## config.mk

```make
export PLATFORM = sky130hd
export DESIGN_NAME = pfe_div
export DESIGN_NICKNAME = d
export VERILOG_FILES = /design/src/rtl/core/pfe_pkg.sv /design/src/rtl/core/pfe_div.sv
export SDC_FILE = /design/constraint.sdc
export NUM_CORES = 1
export LEC_CHECK = 0
export BUFFER_PORTS_ARGS = -buffer_cell sky130_fd_sc_hd__buf_2
export CAP_MARGIN = 25
export CORE_ASPECT_RATIO = 0.5
export CORE_MARGIN = 4
export CORE_UTILIZATION = 50
export DETAILED_ROUTE_END_ITERATION = 10
export HOLD_SLACK_MARGIN = 0.12
export PLACE_DENSITY = 0.8
export SLEW_MARGIN = 20
export SYNTH_ARGS = -nofsm -noshare
export SYNTH_HDL_FRONTEND = slang
export SYNTH_SLANG_ARGS = --single-unit
```

## constraint.sdc

```tcl
create_clock -name clk -period 3.4 [get_ports clk]
set_input_delay 0.68 -clock clk [delete_from_list [all_inputs] [get_ports clk]]
set_output_delay 0.68 -clock clk [all_outputs]
set_load 0.1 [all_outputs]
```

## src/rtl/core/pfe_pkg.sv

```systemverilog
// Shared types and constants for the palette fade engine.
// No dependencies; compiled first.
package pfe_pkg;

  localparam int COLOR_W = 15;
  localparam int COMP_W  = 5;
  localparam int IDX_W   = 8;
  localparam int MODE_W  = 2;
  localparam int CNT_W   = 16;
  localparam int LANES   = 3;

  localparam logic [CNT_W-1:0] STEP_COUNT_RST = 16'd16;

  typedef enum logic [MODE_W-1:0] {
    MODE_LOAD   = 2'd0,
    MODE_STEP   = 2'd1,
    MODE_FINISH = 2'd2,
    MODE_READ   = 2'd3
  } mode_t;

  // divider request: start pulse and divisor
  typedef struct packed {
    logic             start;
    logic [CNT_W-1:0] divisor;
  } div_req_t;

  // 5-bit component of an RGB15 color, lane 0 red, 1 green, 2 blue
  function automatic logic [COMP_W-1:0] comp_of(input logic [COLOR_W-1:0] c,
                                                input int unsigned lane);
    return c[lane*COMP_W +: COMP_W];
  endfunction

endpackage

```

## src/rtl/core/pfe_div.sv

```systemverilog
// Three-lane restoring divider, one quotient bit per lane per cycle.
// Depends on pfe_pkg.
module pfe_div #(
  parameter int DW = 13
) (
  input  logic                                  clk,
  input  logic                                  rst,
  input  pfe_pkg::div_req_t                     req,
  input  logic [pfe_pkg::LANES-1:0][DW-1:0]     dividend,
  output logic                                  busy,
  output logic [pfe_pkg::LANES-1:0][DW-1:0]     quotient
);
  import pfe_pkg::*;

  localparam int NW = $clog2(DW + 1);

  logic [NW-1:0]                   cnt;
  logic [CNT_W-1:0]                dvsr;
  logic [LANES-1:0][CNT_W-1:0]     rem, rem_next;
  logic [LANES-1:0][DW-1:0]        quo, quo_next;
  logic [LANES-1:0][CNT_W:0]       trial;

  always_comb begin
    for (int i = 0; i < LANES; i++) begin
      trial[i] = {rem[i], quo[i][DW-1]};
      if (trial[i] >= {1'b0, dvsr}) begin
        rem_next[i] = trial[i][CNT_W-1:0] - dvsr;
        quo_next[i] = {quo[i][DW-2:0], 1'b1};
      end else begin
        rem_next[i] = trial[i][CNT_W-1:0];
        quo_next[i] = {quo[i][DW-2:0], 1'b0};
      end
    end
  end

  always_ff @(posedge clk) begin
    if (rst) begin
      cnt <= '0;
    end else if (req.start) begin
      cnt <= NW'(DW);
    end else if (cnt != '0) begin
      cnt <= cnt - 1'b1;
    end
  end

  always_ff @(posedge clk) begin
    if (req.start) begin
      dvsr <= req.divisor;
      rem  <= '0;
      quo  <= dividend;
    end else if (cnt != '0) begin
      rem  <= rem_next;
      quo  <= quo_next;
    end
  end

  assign busy     = (cnt != '0);
  assign quotient = quo;

endmodule

```

---- After elaboration in Yosys (flattened, before gate mapping) ----
Cells that the tools add are included.
storage, ports and cells
  bits in registers ....................... 107
  latch bits .............................. 0
  RAM bits ................................ 0
  memory bits (read-only) ................. 0
  input bits .............................. 58
  output and inout bits ................... 40
  memories kept ........................... 0
cells by class
  $add $sub $neg .......................... 4
  multiply operators ...................... 0
  divide/modulo/power cells ............... 0
  magnitude comparators ................... 3
  equal/unequal tests ..................... 0
  shifts and indexed selects .............. 0
  mux-type cells .......................... 10
  bitwise logic cells ..................... 0
  reduce and logical (&&, ||, !) cells .... 3
operators with widths
  cell                 number
  $mux 39              2
  $ge 17x16->1         3
  $mux 16              3
  $sub 16x16->16       3
  $mux 4               2
  $reduce_bool 4->1    1
  $sub 4x1->4 const B  1
  $mux 1               3
  $reduce_bool 2->1    1
  $reduce_or 2->1      1

---- Longest topological paths before layout ----
  word-level depth ........................ 4
  gate-level depth with buffers ........... 12
  gate-level depth less buffers ........... 11

---- Worst setup path before layout ----
OpenSTA, ideal clock, no wires.
  kind .................................... register -> register
  start ................................... register quo (netlist bit quotient[12])
  end ..................................... register rem[14] (netlist bit)
  data arrival time ....................... 3.017 ns
  data required time ...................... 3.328 ns
  setup slack ............................. 0.312 ns
  cell stages (with the launch flop) ...... 12
  path buffers ............................ 0
  path through ............................ edfxtp_1 > inv_1 > ha_1 > inv_1 > fa_1 > a211o_1 > a221oi_2 > o21ai_1 > a41oi_1 > o21ai_0 > a311o_1 > a21oi_1
on the way
  cells in the longest elaborated chain, start to end .. 2
  elaborated cells on any way between the ends .. 3
  those cells by class .................... add/sub: 1; order compare: 1; mux: 1
RTL lines
  what                                            line                          RTL
  start, declared                                 pfe_div.sv:20                 logic [LANES-1:0][DW-1:0] quo, quo_next;
  start signal, assigned                          pfe_div.sv:50                 quo <= dividend;
  start signal, assigned                          pfe_div.sv:53                 quo <= quo_next;
  $sub 16x16->16 or $ge 17x16->1 (tied branches)  pfe_div.sv:27, pfe_div.sv:26
  $mux 16 (*)                                     pfe_div.sv:26                 if (trial[i] >= {1'b0, dvsr}) begin
  end signal, assigned                            pfe_div.sv:52                 rem <= rem_next;
  end, declared                                   pfe_div.sv:19                 logic [LANES-1:0][CNT_W-1:0] rem, rem_next;
Mark *: on every way between the ends. The rest lies on a longest branch, timed or not.
A chain may end at the register's enable or synchronous reset.

---- Final worst setup path ----
Ends and elaborated chain as after synthesis.

==> results.py <==
metrics = {
    "detailed_routing": {
        "wl_met2_um": 8120,
        "drt_iter0_drc": 417,
        "drt-met1-wl_um": 7861,
        "vias": 5730,
        "post-route-drc-count": 0,
        "drtPass1Iterations": 5,
        "vias_per_cell": 6.006,
        "wl_met3_um": 1399,
        "topRoutingLayerUsed": "met4",
        "wirelength_um": 17890,
        "routedWlPerCell_um": 18.76,
        "antenna_left": 0,
    },
    "floorplanning": {
        "start_util_pct": 51.91,
        "die_h_um": 89.77,
        "dieArea_um2": 15400,
        "coreArea_um2": 12880,
        "fp-row-count": 29,
        "fp.dieW_um": 171.5,
        "io_pins": 98,
    },
    "yosys": {
        "async_reset_ff_share_pct": 0,
        "ys.warnings.count": 0,
        "muxShareOfSynthArea_pct": 9.862,
        "synth_top_family_by_area": "compound AO/OA/AOI/OAI gates",
        "synth_compound_area_share_pct": 20.08,
        "synthAdderAreaFrac_pct": 10.07,
        "post_synth_num_cell_types": 69,
        "ys_seq_area_share_pct": 40.27,
        "postSynthAreaPerCell_um2": 9.705,
        "synth_simple_gate_area_share_pct": 11.12,
        "ys_seq_elements": 107,
        "synth-edff-count": 55,
        "synth_cells": 689,
        "synth_fp_nets": 799,
        "synth_xor_area_share_pct": 4.716,
        "syn-cell-area_um2": 6686,
        "yosys_most_used_dff": "edfxtp_1",
    },
    "timing": {
        "finalClockSkew_ps": 11.19,
        "setup_tns_ps": 0,
        "tightest_slew_ps": 728.7,
        "hold_viol": 0,
        "finalMaxSlewViolations": 0,
        "finalSetupViolCount": 0,
        "period_minus_slack_ps": 2901,
        "finalCritPeriodShare_pct": 85.31,
        "slew-limit-headroom_pct": 51.24,
        "max_freq_mhz": 344.7,
        "rsz0062_at_grt": "no",
    },
    "global_routing": {
        "grt_first_pass_wirelength_um": 28730,
        "grt_usage_pct": 23.28,
        "grt_max_degree": 53,
        "grt_pass1_vias": 5601,
        "antenna_found_initial": 0,
        "globalRoute.totalOverflow": 0,
    },
    "cts": {
        "cts_sinks": 107,
        "clk_latency_ps": 360,
        "cts_buffers": 9,
        "cts.htree.levels": 3,
        "holdBufCountCts": 0,
        "post-cts-setup-buffers": 0,
        "clk_pin_slew_ps": 80,
        "cts_max_path_buffers": 2,
        "cts_root_buffer": "clkbuf_16",
        "cts_resized": 0,
        "cts_tree": "built",
    },
    "placement": {
        "dp.final_hpwl_um": 13130,
        "gp_congestion": 0.9600,
        "dpl-instance-area_um2": 7335,
        "io_buffer_count": 97,
    },
    "setup_path": {
        "worst-setup-path-type": "flop to flop",
        "required_ps": 3690,
        "worstSetupEndpointType": "flop",
        "worstSetupStartpoint": "quotient[12]",
        "start_kind": "flop",
        "r2r-start": "quotient[12]",
        "worstPathMaxFanout": 4,
        "crit_arrival_ps": 3190,
    },
    "final_layout": {
        "stdcell_area_um2": 7659,
        "diodes": 0,
        "nets": 889,
        "area_growth_pct": 14.54,
        "nFillCells": 1057,
        "drive_gt1_share_pct": 21.94,
    },
    "worst_hold_path": {
        "min_path_type": "primary input to flop",
        "min_from": "req[13]",
    },
    "run_status": {
        "status": "completed",
    },
    "power": {
        "leakage_nw": 3.292,
        "ir_worst_vdd_uv": 594.4,
        "power_density_nw_per_um2": 814.9,
    },
    "job": {
        "drv_cap": 0,
    },
}
## synthesized netlist by cell type (3+ instances only)
cell type  count  share of area, %
nand3_1        9              0.67
o21ai_0       60               4.5
xor2_1        12               1.6
clkbuf_1      20               1.1
mux2_2        38               6.4
a32oi_1        3              0.39
edfxtp_1      55                25
a211oi_1       6              0.67
fa_1           3              0.90
mux2i_1       22               3.3
a211o_1        3              0.39
or3_1          5              0.47
and3_1         8              0.75
nor3_1        11              0.82
o21bai_1       4              0.45
o31ai_1       10               1.1
dfxtp_1       52                16
o21a_1         4              0.45
inv_1         31               1.7
a21oi_1       81               6.1
buf_2          7              0.52
o211ai_1       3              0.34
a31oi_1        7              0.65
nor2b_1        4              0.37
nand4_1        5              0.47
a21o_1        13               1.5
o21ai_1        4              0.30
nor2_1        38               2.1
nand2_1       46               2.6
ha_1          49               9.2
xnor2_1       24               3.1
## worst max-delay path, stage by stage, from the launching register on
cell and delay, ps:
edfxtp_1 410, inv_1 80, ha_1 160, inv_1 50, fa_1 400, a211o_1 330
a221oi_2 400, o21ai_1 170, a41oi_1 250, o21ai_0 100, a311o_1 330, a21oi_1 150
## path summary, 6_finish.rpt
path	to	slack [ps]	cells past startpoint
worst min-delay path	dvsr[13]	490	1
worst min register to register	rem[10]	490	2
worst max register to register	rem[14]	500	11
worst max-delay path	rem[14]	500	11
## registers in the layout (all words and copies together) (netlist names)
register  flops
dvsr         16
quotient     39
cnt           4
rem          48
## power by group
group | internal, W | switching [W]
registers | 0.00167 | 0.000232
clock network | 0.000600 | 0.000550
logic | 0.00113 | 0.00205
total | 0.00340 | 0.00284
## per-layer routing
layer / up-vias / track usage, %
met5: - / 0
met4: 0 / 8.240
met3: 45 / 6.573
met2: 235 / 37.32
met1: 2694 / 30.17
li1: 2756 / -
## placed cells by master (no fill, tap or decap), types with 3 or more instances in the layout
master,n
o21ai_1,4
or3_1,5
mux2i_1,22
o211ai_1,3
nor2_1,38
a32oi_1,3
nand2_1,46
buf_4,12
buf_2,97
nor3_1,11
a21oi_1,81
dfxtp_1,52
xor2_1,12
o21bai_1,4
nand4_1,5
ha_1,49
a211oi_1,6
a211o_1,3
o21a_1,4
nor2b_1,4
a31oi_1,7
and3_1,8
inv_1,31
o31ai_1,10
xnor2_1,24
nand3_1,9
o21ai_0,60
mux2_2,38
edfxtp_1,55
clkbuf_16,9
inv_8,4
fa_1,3
a21o_1,13
## layout make-up
type | instances | area (µm²) | area share [%]
inverter | 32 | 120.1 | 1.568
tap | 170 | 212.7 | 2.777
sequential | 107 | 2693 | 35.16
clock inverter | 7 | 98.84 | 1.291
clock buffer | 9 | 225.2 | 2.941
timing repair buffer | 109 | 575.6 | 7.515
multi-input combinational | 520 | 3734 | 48.75
## logic make-up after synthesis
logic type | after synthesis
compound gates | 222
xor+xnor | 36
fa+ha+maj | 52
buf+inv | 62
flops | 107
mux | 61
simple gates | 149
## through the flow
stage / instances / util (%) / total power [W] / hold WS, ps / setup slack [ps]
6_report: 954 / 59.46 / 0.006241 / 491.5 / 499.3
5_1_grt: 954 / 59.46 / 0.006609 / 474.5 / 334.2
4_1_cts: 954 / 59.46 / 0.006211 / 483.7 / 535.6
3_5_place_dp: 938 / 56.94 / 0.005047 / 477.6 / 584.2
3_3_place_gp: 938 / 56.94 / 0.004989 / 466.5 / 651.0
2_1_floorplan: 689 / - / 0.004438 / 445.4 / 311.9
No activity file was read; power rests on OpenSTA's default activity.
